$ cat src/sv/fnsc_pkg.sv
// Shared types and constants for the frame number sequence corrector.
// No dependencies; used by fnsc_cell and the top level.
package fnsc_pkg;

   localparam int unsigned LOOKAHEAD_DEFAULT = 5;
   localparam int unsigned FN_W = 18;
   localparam int unsigned DIFF_W = FN_W + 2;
   localparam int CORR_LIMIT = 80000;

   localparam logic signed [FN_W-1:0] FN_ONE = FN_W'(1);
   localparam logic signed [FN_W-1:0] FN_MISSING = '1;
   localparam logic signed [FN_W-1:0] FN_CORR_MAX = FN_W'(CORR_LIMIT - 1);

   localparam int unsigned CSR_IDX_W = 1;
   localparam logic [CSR_IDX_W-1:0] CSR_SOURCE_IS_PAL = CSR_IDX_W'(0);
   localparam logic [CSR_IDX_W-1:0] CSR_DISC_IS_CAV = CSR_IDX_W'(1);

   typedef struct packed {
      logic signed [FN_W-1:0] frame_number;
      logic                   is_last;
   } req_type;

   typedef struct packed {
      logic signed [FN_W-1:0] corrected_number;
      logic                   was_corrected;
      logic                   last_out;
   } rsp_type;

endpackage

$ cat src/sv/fnsc_cell.sv
// One window cell: holds one raw frame number and checks it against the predecessor.
// Depends on fnsc_pkg.
module fnsc_cell #(
   parameter int unsigned INDEX = 0
) (
   input  logic                              clock,
   input  logic                              shift,
   input  logic                              load,
   input  logic                              gap_valid,
   input  logic signed [fnsc_pkg::FN_W-1:0]  load_number,
   input  logic signed [fnsc_pkg::FN_W-1:0]  next_number,
   input  logic signed [fnsc_pkg::FN_W-1:0]  prev_number,
   output logic signed [fnsc_pkg::FN_W-1:0]  number,
   output logic                              match
);

   logic signed [fnsc_pkg::FN_W-1:0]   number_ff;
   logic signed [fnsc_pkg::DIFF_W-1:0] diff;

   // Load a new request, else advance toward the head of the chain.
   always_ff @(posedge clock) begin
      if (load) begin
         number_ff <= load_number;
      end else if (shift) begin
         number_ff <= next_number;
      end
   end

   assign number = number_ff;
   assign diff   = fnsc_pkg::DIFF_W'(number_ff) - fnsc_pkg::DIFF_W'(prev_number);
   // Cell at gap k confirms the predecessor when it reads predecessor + k + 1.
   assign match  = gap_valid && (diff == fnsc_pkg::DIFF_W'(INDEX + 1));

endmodule

$ cat src/sv/frame_number_sequence_corrector_unit.sv
// Top level of the frame number sequence corrector: cell chain, head logic, output stage.
// Depends on fnsc_pkg and fnsc_cell.
//
// The block repairs isolated bad or missing frame numbers in a stream of requests. Requests
// enter a chain of LOOKAHEAD cells that shifts toward the head; once the chain is full the
// head frame is emitted, so a result trails its request by LOOKAHEAD-1 requests. A head frame
// that is not its corrected predecessor plus one is renumbered to predecessor plus one when a
// later frame at gap g confirms it (reads predecessor + g + 1); a renumbered value outside
// 1..79999 becomes -1. The first frame of a sequence passes unchanged, and with an NTSC CAV
// setting missing numbers (below 1) pass unchanged. In steady state one request is taken and
// one result is given every cycle. While the result register holds a result that has not been
// taken nothing is emitted, so a full chain then holds req_ready low; a chain that is still
// filling keeps taking requests. A request marked last flushes the chain: the block then emits
// the remaining frames (up to LOOKAHEAD) one per cycle while rsp_ready is high and holds req_ready
// low until the final one is emitted, after which a new sequence starts. The rate is set by the
// single result register, one result per cycle while rsp_ready is high. Configuration writes
// take effect for every result emitted after them.
module frame_number_sequence_corrector_unit #(
   parameter int unsigned LOOKAHEAD = fnsc_pkg::LOOKAHEAD_DEFAULT
) (
   input  logic                               clock,
   input  logic                               reset,
   input  logic                               req_valid,
   output logic                               req_ready,
   input  fnsc_pkg::req_type                  req_data,
   output logic                               rsp_valid,
   input  logic                               rsp_ready,
   output fnsc_pkg::rsp_type                  rsp_data,
   input  logic                               csr_we,
   input  logic [fnsc_pkg::CSR_IDX_W-1:0]     csr_index,
   input  logic                               csr_wdata
);

   localparam int unsigned FILL_W = $clog2(LOOKAHEAD + 1);
   localparam logic [FILL_W-1:0] FILL_FULL = FILL_W'(LOOKAHEAD);
   localparam logic [FILL_W-1:0] FILL_ONE = FILL_W'(1);

   // Configuration registers.
   logic source_is_pal_ff;
   logic disc_is_cav_ff;

   // Sequence control.
   logic [FILL_W-1:0]                 fill_ff, fill_in;
   logic                              flush_ff, flush_in;
   logic                              have_prev_ff, have_prev_in;
   logic signed [fnsc_pkg::FN_W-1:0]  prev_ff, prev_in;

   // Result register.
   logic                              rsp_valid_ff;
   fnsc_pkg::rsp_type                 rsp_data_ff, rsp_data_in;

   logic                              accept;
   logic                              slot_free;
   logic                              emit;
   logic                              emit_last;
   logic [FILL_W-1:0]                 load_pos;
   logic signed [fnsc_pkg::FN_W-1:0]  cell_number [LOOKAHEAD];
   logic [LOOKAHEAD-1:0]              cell_match;
   logic signed [fnsc_pkg::FN_W-1:0]  head_number;
   logic                              ntsc_cav_missing;
   logic                              correct;
   logic                              in_range;
   logic signed [fnsc_pkg::FN_W-1:0]  out_number;

   // Handshake: the result register frees when empty or being taken.
   assign slot_free = !rsp_valid_ff || rsp_ready;
   assign emit      = slot_free && ((fill_ff == FILL_FULL) || (flush_ff && fill_ff != '0));
   assign emit_last = emit && flush_ff && (fill_ff == FILL_ONE);
   // Accept while filling, or when a full chain advances in this cycle; hold during a flush.
   assign req_ready = !flush_ff && ((fill_ff != FILL_FULL) || emit);
   assign accept    = req_valid && req_ready;

   // A new request lands behind the last valid cell, one place earlier when the chain advances.
   assign load_pos  = emit ? (fill_ff - FILL_ONE) : fill_ff;

   // Cell chain: cell 0 is the head, cell k is the frame at gap k.
   for (genvar k = 0; k < LOOKAHEAD; k++) begin : g_cell
      logic signed [fnsc_pkg::FN_W-1:0] next_number;
      if (k < LOOKAHEAD - 1) begin : g_mid
         assign next_number = cell_number[k+1];
      end else begin : g_tail
         assign next_number = req_data.frame_number;
      end

      fnsc_cell #(
         .INDEX(k)
      ) u_cell (
         .clock       (clock),
         .shift       (emit),
         .load        (accept && (load_pos == FILL_W'(k))),
         .gap_valid   (fill_ff > FILL_W'(k)),
         .load_number (req_data.frame_number),
         .next_number (next_number),
         .prev_number (prev_ff),
         .number      (cell_number[k]),
         .match       (cell_match[k])
      );
   end

   // Head logic. Cell 0's match means the head already follows its predecessor.
   assign head_number      = cell_number[0];
   assign ntsc_cav_missing = !source_is_pal_ff && disc_is_cav_ff && (head_number < fnsc_pkg::FN_ONE);
   assign correct          = have_prev_ff && !ntsc_cav_missing && !cell_match[0]
                             && (|cell_match[LOOKAHEAD-1:1]);
   // Predecessor + 1 lies in 1..79999 exactly when the predecessor lies in 0..79998.
   assign in_range         = !prev_ff[fnsc_pkg::FN_W-1] && (prev_ff < fnsc_pkg::FN_CORR_MAX);

   always_comb begin
      out_number = head_number;
      if (correct) begin
         out_number = in_range ? (prev_ff + fnsc_pkg::FN_ONE) : fnsc_pkg::FN_MISSING;
      end
      rsp_data_in.corrected_number = out_number;
      rsp_data_in.was_corrected    = correct;
      rsp_data_in.last_out         = emit_last;
   end

   // Next-state logic for the sequence control.
   always_comb begin
      fill_in      = fill_ff;
      flush_in     = flush_ff;
      have_prev_in = have_prev_ff;
      prev_in      = prev_ff;
      if (accept && !emit) begin
         fill_in = fill_ff + FILL_ONE;
      end else if (!accept && emit) begin
         fill_in = fill_ff - FILL_ONE;
      end
      if (accept && req_data.is_last) begin
         flush_in = 1'b1;
      end
      if (emit) begin
         have_prev_in = 1'b1;
         prev_in      = out_number;
      end
      // Drop the predecessor once the final frame leaves: the next request starts fresh.
      if (emit_last) begin
         flush_in     = 1'b0;
         have_prev_in = 1'b0;
         prev_in      = '0;
      end
   end

   always_ff @(posedge clock) begin
      if (reset) begin
         fill_ff      <= '0;
         flush_ff     <= 1'b0;
         have_prev_ff <= 1'b0;
         prev_ff      <= '0;
         rsp_valid_ff <= 1'b0;
      end else begin
         fill_ff      <= fill_in;
         flush_ff     <= flush_in;
         have_prev_ff <= have_prev_in;
         prev_ff      <= prev_in;
         if (emit) begin
            rsp_valid_ff <= 1'b1;
         end else if (rsp_ready) begin
            rsp_valid_ff <= 1'b0;
         end
      end
   end

   // Result payload: load on emit, hold otherwise.
   always_ff @(posedge clock) begin
      if (emit) begin
         rsp_data_ff <= rsp_data_in;
      end
   end

   // Configuration writes.
   always_ff @(posedge clock) begin
      if (reset) begin
         source_is_pal_ff <= 1'b0;
         disc_is_cav_ff   <= 1'b1;
      end else if (csr_we) begin
         unique case (csr_index)
            fnsc_pkg::CSR_SOURCE_IS_PAL: source_is_pal_ff <= csr_wdata;
            fnsc_pkg::CSR_DISC_IS_CAV:   disc_is_cav_ff   <= csr_wdata;
            default:                     ;
         endcase
      end
   end

   assign rsp_valid = rsp_valid_ff;
   assign rsp_data  = rsp_data_ff;

   // The chain never holds more frames than it has cells.
   a_fill_bound: assert property (@(posedge clock) disable iff (reset)
      fill_ff <= FILL_FULL)
      else $error("window fill count exceeds chain length");

   // No request enters while the chain is being flushed.
   a_flush_blocks: assert property (@(posedge clock) disable iff (reset)
      flush_ff |-> !req_ready)
      else $error("request ready during flush");

   // Emitting the final frame leaves an empty chain and a fresh sequence.
   a_flush_end: assert property (@(posedge clock) disable iff (reset)
      emit_last |=> (fill_ff == '0) && !flush_ff && !have_prev_ff)
      else $error("chain not cleared after final frame");

   // A renumbered frame is either in 1..79999 or marked -1.
   a_corr_range: assert property (@(posedge clock) disable iff (reset)
      (rsp_valid && rsp_data.was_corrected) |->
         ((rsp_data.corrected_number == fnsc_pkg::FN_MISSING) ||
          ((rsp_data.corrected_number >= fnsc_pkg::FN_ONE) &&
           (rsp_data.corrected_number <= fnsc_pkg::FN_CORR_MAX))))
      else $error("corrected frame number out of range");

endmodule
$ cat config.mk
export PLATFORM = sky130hd
export DESIGN_NAME = frame_number_sequence_corrector_unit
export DESIGN_NICKNAME = d
export VERILOG_FILES = /design/src/sv/fnsc_pkg.sv /design/src/sv/fnsc_cell.sv /design/src/sv/frame_number_sequence_corrector_unit.sv
export SDC_FILE = /design/constraint.sdc
export NUM_CORES = 1
export LEC_CHECK = 0
export BUFFER_PORTS_ARGS = -buffer_cell sky130_fd_sc_hd__buf_2
export CORE_ASPECT_RATIO = 2
export CORE_MARGIN = 8
export CORE_UTILIZATION = 55
export CTS_CLUSTER_DIAMETER = 120
export DETAILED_ROUTE_END_ITERATION = 6
export PLACE_DENSITY = 0.79
export SLEW_MARGIN = 25
export SYNTH_ARGS = -nofsm -noshare
export SYNTH_HDL_FRONTEND = slang
export SYNTH_HIERARCHICAL = 1
export SYNTH_SLANG_ARGS = --single-unit
$ cat constraint.sdc
create_clock -name clock -period 4.9 [get_ports clock]
set_input_delay 0 -clock clock [delete_from_list [all_inputs] [get_ports clock]]
set_output_delay 0 -clock clock [all_outputs]
set_load 0.02 [all_outputs]
==> flow_summary.json, run 1 <==
{
  "status": "finished, final reports clean",
  "tns_ns": 0,
  "holdWs_ns": 0.223,
  "setup_viol_count_final": 0,
  "timing.fmax_mhz": 215,
  "max_stage_delay_ns": 0.73,
  "hold_class": "in2reg",
  "tightest_slew_ns": 1.03,
  "seq_area_frac_synth": 0.331,
  "die-area_sq_um": 26200,
  "end_kind": "flop",
  "grt_overflow_total": 0,
  "routedWlPerCell_um": 21.6,
  "clock_latency_ns": 0.44,
  "synthFlopType": "edfxtp_1",
  "fin_crit_ns": 4.66,
  "dieHeight_um": 221,
  "clockRootBuffer": "clkbuf_16",
  "clock_sinks": 136,
  "num_antenna_cells": 0,
  "synth-edff-count": 110,
  "netlist_instances": 1208,
  "hpwl_mm": 26.3,
  "ir_drop_v": 0.000221,
  "slowest_stage": "nor4_1",
  "async_flop_share": 0,
  "die_width_um": 119,
  "postRouteAntennaNets": 0,
  "finClkSkew_ns": 0.0102,
  "routabilityCongestion": 0.980,
  "drv_slew": 0,
  "cts_tree": "yes",
  "htreeDepth": 4,
  "max-cap-violations": 0,
  "synth_seq_cells": 136,
  "hold_viol": 0,
  "grt_setup_unrepaired": "no",
  "track_usage": 0.258,
  "layout.nets": 1417,
  "drtPass1Iterations": 5,
  "grt_max_degree": 37,
  "dr_total_vias": 9996,
  "slew_headroom": 0.313,
  "drive_gt1_frac": 0.195,
  "finalCritPeriodShare": 0.950,
  "routed_wl_mm": 33.9,
  "cp_common_cell": "nor4_1",
  "clk_pin_slew_ns": 0.06,
  "synth_area_sq_um": 11600,
  "core-area_sq_um": 20800,
  "p_per_area_nw_per_um2": 484,
  "arrival_ns": 4.98,
  "syn2layout_area_growth_pct": 12.3,
  "path_buf_inv": 2,
  "io_pins": 48,
  "cts_made_buffers": 17,
  "startpoint_type": "flop",
  "cp_cell_sequence": "inv_1 -> ha_1 -> a21o_1 -> nor4_1 -> a211oi_2 -> o2111ai_2 -> a31oi_1 -> a311oi_1 -> nor3_1 -> nor4b_2 -> nor4_1 -> a2111oi_4 -> o21ai_2 -> buf_4 -> a21oi_1 -> a221o_1",
  "cp_top_family": "compound AO/OA/AOI/OAI gates",
  "yosysWarnings": 6,
  "antenna_found_initial": 0,
  "port_buffers": 47,
  "rows": 75,
  "worstPathMaxFanout": 20,
  "layout_common_cells": "135 x inv_1, 110 x edfxtp_1, 99 x ha_1",
  "critPathKind": "reg2reg",
  "layout_commonest_cell": "inv_1",
  "drtIter0Drc": 660,
  "grt_pass1_wl_mm": 53.1,
  "cts_max_path_buffers": 2,
  "drc": 0,
  "start_util": 0.555,
  "syn_area_per_cell_sq_um": 9.57,
  "required_ns": 5.22,
  "ys_types": 114,
  "postCtsSetupRepairBufs": 0,
  "via_per_inst": 6.36,
  "synth_fp_nets": 1336,
  "grt_pass1_vias": 10400,
  "p_leak_nw": 4.81
}
[cell families (layout without fill, tap and decap cells)]
family	count (synthesis)	after routing	share of synthesized area
flops	136	136	0.331
fa+ha+maj	102	102	0.112
simple gates	331	331	0.156
buf+inv	172	266	0.0633
mux	105	105	0.101
compound gates	328	328	0.211
xor+xnor	34	34	0.0258
[synthesized netlist by cell type (all sizes together), types with 7 or more instances]
master | number | area, sq um
a31oi | 11 | 68.8
mux2i | 12 | 120
o2111ai | 9 | 85.1
nor4 | 21 | 138
a21o | 18 | 135
nand2b | 18 | 113
and3 | 14 | 88.8
nand3 | 21 | 128
nand4 | 13 | 87.6
a32oi | 8 | 70.1
inv | 137 | 514
clkbuf | 14 | 56.3
and2 | 7 | 45.1
edfxtp | 110 | 3300
o21ai | 61 | 313
nor2 | 87 | 342
or2 | 11 | 68.8
a21oi | 75 | 383
ha | 99 | 1240
o211ai | 8 | 60.1
xor2 | 15 | 131
buf | 21 | 161
o21a | 18 | 135
nor2b | 14 | 110
a2111oi | 11 | 179
mux2 | 93 | 1050
dfxtp | 26 | 521
nand2 | 59 | 226
nor3 | 31 | 171
o31ai | 8 | 78.8
or3 | 9 | 58.8
a211oi | 19 | 168
xnor2 | 19 | 166
[worst paths after layout]
| kind | start | to | slack [ns] | cells past startpoint |
|---|---|---|---|---|
| max | prev_ff[4] | prev_ff[6] | 0.24 | 16 |
| min | rsp_ready | have_prev_ff | 0.22 | 4 |
| max reg2reg | prev_ff[4] | prev_ff[6] | 0.24 | 16 |
| min reg2reg | have_prev_ff | have_prev_ff | 0.53 | 2 |
[power by group]
| part | switching (mW) | leakage, nW | internal, mW |
|---|---|---|---|
| registers | 0.209 | 1.22 | 1.59 |
| clock network | 0.492 | 0.303 | 0.854 |
| logic | 1.89 | 3.29 | 1.25 |
| total | 2.59 | 4.81 | 3.69 |
[state kept, by name, indices dropped and copies added (netlist names)]
signal	cells
flush_ff	1
rsp_data	20
source_is_pal_ff	1
fill_ff	3
have_prev_ff	1
rsp_valid	1
g_cell.u_cell/number	90
prev_ff	18
disc_is_cav_ff	1
[final cells by class]
cell class                 instances  area, sq um
timing repair buffer              97          678
clock buffer                      24          493
sequential                       136         3820
clock inverter                     8          116
multi-input combinational        900         7030
tap                              269          337
inverter                         137          514
fill                            1755         7840
[metal layers]
| layer | share of wire | track usage |
|---|---|---|
| met5 | 0 | 0 |
| met4 | 0.071 | 0.203 |
| met3 | 0.038 | 0.0375 |
| met2 | 0.56 | 0.502 |
| met1 | 0.33 | 0.226 |
[tightest hold or removal path, cell delays in order]
cell      delay, ns
buf_2          0.10
nand2b_1       0.21
nand3_4        0.19
a21boi_0       0.10
[repair_timing]
item                                    4_1_cts  5_1_grt
gates resized for setup                       0        2
hold buffers                                 27        0
endpoints found under the setup margin        0       17
endpoints found under the hold margin        95        0
[stage by stage]
stage	worst slack, ns	util	instance area, sq um	total power [mW]	instances
3_3_place_gp	0.413	0.581	12100	4.79	1512
3_5_place_dp	0.284	0.581	12100	4.85	1512
5_1_grt	0.0125	0.623	13000	6.64	1571
6_report	0.244	0.623	13000	6.28	1571
4_1_cts	0.279	0.623	13000	6.22	1571
2_1_floorplan	0.881	-	11600	4.04	1208
Power figures use the tool's default switching activity.
==> run 2, diff against run 1 <==
PLACE_DENSITY = 0.77   (was 0.79)
==> flow_summary.json, run 2 (same netlist as run 1, synthesis figures left out) <==
{
  "core-area_sq_um": 20800,
  "num_antenna_cells": 0,
  "die-area_sq_um": 26200,
  "layout_common_cells": "135 x inv_1, 110 x edfxtp_1, 99 x ha_1",
  "routed_wl_mm": 34.2,
  "rows": 75,
  "fin_crit_ns": 4.62,
  "cp_top_family": "compound AO/OA/AOI/OAI gates",
  "clk_pin_slew_ns": 0.06,
  "start_util": 0.555,
  "port_buffers": 47,
  "slowest_stage": "a2111oi_2",
  "postRouteAntennaNets": 0,
  "dieHeight_um": 221,
  "routabilityCongestion": 0.979,
  "via_per_inst": 6.38,
  "grt_setup_unrepaired": "no",
  "track_usage": 0.262,
  "cts_made_buffers": 17,
  "pre_cts_ws_ns": 0.313,
  "cts_max_path_buffers": 2,
  "holdWs_ns": 0.239,
  "drive_gt1_frac": 0.199,
  "routedWlPerCell_um": 21.7,
  "tightest_slew_ns": 1.03,
  "p_per_area_nw_per_um2": 481,
  "r2r_setup_slack_ns": 0.28,
  "grt_max_degree": 38,
  "largest_reg_flops": 90,
  "fill_cells": 1801,
  "timing.fmax_mhz": 216,
  "finalCritPeriodShare": 0.943,
  "max-cap-violations": 0,
  "drtIter0Drc": 549,
  "status": "finished, final reports clean",
  "layout.nets": 1422,
  "arrival_ns": 4.79,
  "critPathKind": "reg2reg",
  "required_ns": 5.07,
  "slew_headroom": 0.316,
  "place_area_sq_um": 12100,
  "layout_commonest_cell": "inv_1",
  "fin_ws_ns": 0.279,
  "hold_viol": 0,
  "startpoint_type": "flop",
  "worstPathMaxFanout": 20,
  "dr_total_vias": 10100,
  "hold_class": "in2reg",
  "io_pins": 48,
  "drtPass1Iterations": 5,
  "grt_pass1_vias": 10400,
  "max_stage_delay_ns": 0.57,
  "p_leak_nw": 4.81,
  "htreeDepth": 4,
  "design_area_sq_um": 13000,
  "ir_drop_v": 0.000235,
  "drc": 0,
  "cp_cell_sequence": "ha_1 -> fa_1 -> and2b_1 -> o2111ai_1 -> a2111oi_2 -> nor4_2 -> or2_2 -> a311oi_1 -> nand4_1 -> nor4_1 -> nor4_1 -> a2111oi_4 -> o21ai_2 -> buf_4 -> nor2_4 -> a21oi_1",
  "final_util": 0.624,
  "setup_viol_count_final": 0,
  "end_kind": "flop",
  "grt_overflow_total": 0,
  "clock_sinks": 136,
  "p_total_mw": 6.25,
  "final_cell_count_no_fill": 1576,
  "drv_slew": 0,
  "die_width_um": 119,
  "cp_common_cell": "nor4_1",
  "dp.cells": 1517,
  "hpwl_mm": 26.8,
  "antenna_found_initial": 0,
  "syn2layout_area_growth_pct": 12.3,
  "clockRootBuffer": "clkbuf_16",
  "cts_tree": "yes",
  "finClkSkew_ns": 0.0113,
  "tns_ns": 0,
  "grt_pass1_wl_mm": 53.9,
  "clock_latency_ns": 0.44,
  "path_buf_inv": 1
}
[run 2: timing repair]
action | in CTS | in global routing
endpoints found under the hold margin | 95 | 0
gates resized for setup | 0 | 1
buffers inserted | 0 | 0
hold buffers | 27 | 0
setup endpoints to repair | 0 | 4
[run 2: final timing paths]
kind,start,end,depth (start not counted)
max reg2reg,prev_ff[0],rsp_data[4],16
min,rsp_ready,have_prev_ff,4
min reg2reg,have_prev_ff,have_prev_ff,2
max,prev_ff[0],rsp_data[4],16
[run 2: final cells by class]
class	instances	area [sq um]	share of cell area
inverters	137	514	0.0396
clock inverters	15	153	0.0118
well taps	269	337	0.0259
repair buffers	102	716	0.0551
flip-flops and latches	136	3820	0.294
multi-input cells	900	7020	0.540
clock buffers	17	425	0.0327
[run 2: metal layers]
layer / GRT usage / part of all wire / up-vias
li1: - / - / 4707
met1: 0.228 / 0.33 / 4830
met2: 0.497 / 0.55 / 346
met3: 0.0449 / 0.036 / 170
met4: 0.225 / 0.082 / 0
met5: 0 / 0 / -
[run 2: power breakdown]
part	internal [mW]	switching (mW)	leakage, nW
sequential	1.59	0.208	1.22
combinational	1.26	1.92	3.31
clock	0.748	0.527	0.275
total	3.59	2.65	4.81
[run 2: worst reg2reg max path: stages, from the launching register on]
cell	delay, ns
dfxtp_1	0.39
ha_1	0.27
fa_1	0.38
and2b_1	0.25
o2111ai_1	0.18
a2111oi_2	0.57
nor4_2	0.12
or2_2	0.32
a311oi_1	0.28
nand4_1	0.13
nor4_1	0.27
nor4_1	0.14
a2111oi_4	0.28
o21ai_2	0.12
buf_4	0.23
nor2_4	0.30
a21oi_1	0.12
==> run 3, diff against run 2 <==
SETUP_SLACK_MARGIN = 0.3   (was not set)
==> flow_summary.json, run 3 (same netlist as run 1, synthesis figures left out) <==
{
  "grt_setup_unrepaired": "no",
  "via_per_inst": 6.41,
  "required_ns": 5.08,
  "cts_tree": "yes",
  "cp_common_cell": "nor4_2",
  "startpoint_type": "flop",
  "arrival_ns": 4.62,
  "htreeDepth": 4,
  "clk_pin_slew_ns": 0.06,
  "cts_made_buffers": 17,
  "design_area_sq_um": 13100,
  "hpwl_mm": 26.8,
  "syn2layout_area_growth_pct": 13.0,
  "finClkSkew_ns": 0.0115,
  "grt_overflow_total": 0,
  "finalCritPeriodShare": 0.906,
  "drtIter0Drc": 651,
  "drc": 0,
  "critPathKind": "reg2reg",
  "cts_max_path_buffers": 2,
  "drv_slew": 0,
  "p_leak_nw": 4.85,
  "antenna_found_initial": 0,
  "routedWlPerCell_um": 21.8,
  "drtPass1Iterations": 5,
  "die_width_um": 119,
  "slew_headroom": 0.304,
  "max_stage_delay_ns": 0.42,
  "layout_commonest_cell": "inv_1",
  "path_buf_inv": 2,
  "layout.nets": 1426,
  "grt_max_degree": 38,
  "layout_common_cells": "135 x inv_1, 110 x edfxtp_1, 99 x ha_1",
  "slowest_stage": "a2111oi_4",
  "max-cap-violations": 0,
  "core-area_sq_um": 20800,
  "largest_reg_flops": 90,
  "ir_drop_v": 0.000235,
  "start_util": 0.555,
  "track_usage": 0.261,
  "dr_total_vias": 10100,
  "holdWs_ns": 0.233,
  "clockRootBuffer": "clkbuf_16",
  "end_kind": "flop",
  "routed_wl_mm": 34.5,
  "hold_viol": 0,
  "dp.cells": 1517,
  "clock_latency_ns": 0.44,
  "p_per_area_nw_per_um2": 480,
  "place_area_sq_um": 12100,
  "cp_top_family": "simple AND/OR/NAND/NOR gates",
  "tightest_slew_ns": 1.04,
  "routabilityCongestion": 0.979,
  "final_cell_count_no_fill": 1580,
  "setup_viol_count_final": 0,
  "grt_pass1_vias": 10400,
  "io_pins": 48,
  "hold_class": "in2reg",
  "tns_ns": 0,
  "fin_crit_ns": 4.44,
  "clock_sinks": 136,
  "rows": 75,
  "dieHeight_um": 221,
  "drive_gt1_frac": 0.207,
  "cp_cell_sequence": "inv_1 -> ha_1 -> fa_1 -> and2b_1 -> o2111ai_2 -> a2111oi_4 -> nor4_2 -> or2_2 -> a311oi_1 -> nand4_1 -> nor4_2 -> nor4_2 -> a2111oi_4 -> o21ai_2 -> buf_6 -> nor2_2 -> nor2_1",
  "timing.fmax_mhz": 225,
  "num_antenna_cells": 0,
  "grt_pass1_wl_mm": 53.9,
  "die-area_sq_um": 26200,
  "status": "finished, final reports clean",
  "worstPathMaxFanout": 21,
  "port_buffers": 47,
  "final_util": 0.627,
  "postRouteAntennaNets": 0
}
## run 3: per-stage QoR
step | setup WS (ns) | power [mW]
after detailed placement | 0.313 | 4.88
after global routing | 0.248 | 6.61
after global placement | 0.487 | 4.81
after CTS | 0.347 | 6.19
final | 0.462 | 6.27
after floorplan | 0.881 | 4.04
## run 3: layout make-up
| type | instances | area [sq um] |
|---|---|---|
| fill | 1786 | 7760 |
| multi-input combinational | 901 | 7070 |
| inverter | 137 | 514 |
| tap | 269 | 337 |
| sequential | 136 | 3830 |
| clock inverter | 15 | 153 |
| timing repair buffer | 105 | 742 |
| clock buffer | 17 | 425 |
## run 3: path summary, 6_finish.rpt
kind                                                 start      endpoint  slack, ns  cells after the start
worst max-delay path            g_cell[2].u_cell/number[0]  rsp_data[19]       0.46                     17
worst min-delay path                             rsp_ready  have_prev_ff       0.23                      4
worst max register to register  g_cell[2].u_cell/number[0]  rsp_data[19]       0.46                     17
worst min register to register                have_prev_ff  have_prev_ff       0.56                      2
## run 3: layer usage
metal | up-vias | share of wire | track usage | wire length, um
met5 | - | 0 | 0 | 0
met4 | 0 | 0.088 | 0.224 | 3050
met3 | 198 | 0.038 | 0.0449 | 1320
met2 | 400 | 0.55 | 0.497 | 18900
met1 | 4806 | 0.32 | 0.227 | 11200
li1 | 4721 | - | - | -
## run 3: repair_timing
action	CTS	global route
setup buffers	0	3
gates resized for setup	1	10
hold endpoints to repair	95	0
pin swaps	0	6
setup endpoints to repair	2	36
hold buffers	27	0
gates cloned	0	1
## run 3: power breakdown
part	switching [mW]	internal (mW)	total [mW]
combinational	1.93	1.27	3.20
sequential	0.210	1.59	1.80
clock	0.528	0.749	1.28
total	2.67	3.60	6.27
## run 3: worst min-delay path, stage by stage
cell      delay (ns)
buf_2           0.10
nand2b_1        0.21
nand3_4         0.19
a21boi_0        0.11
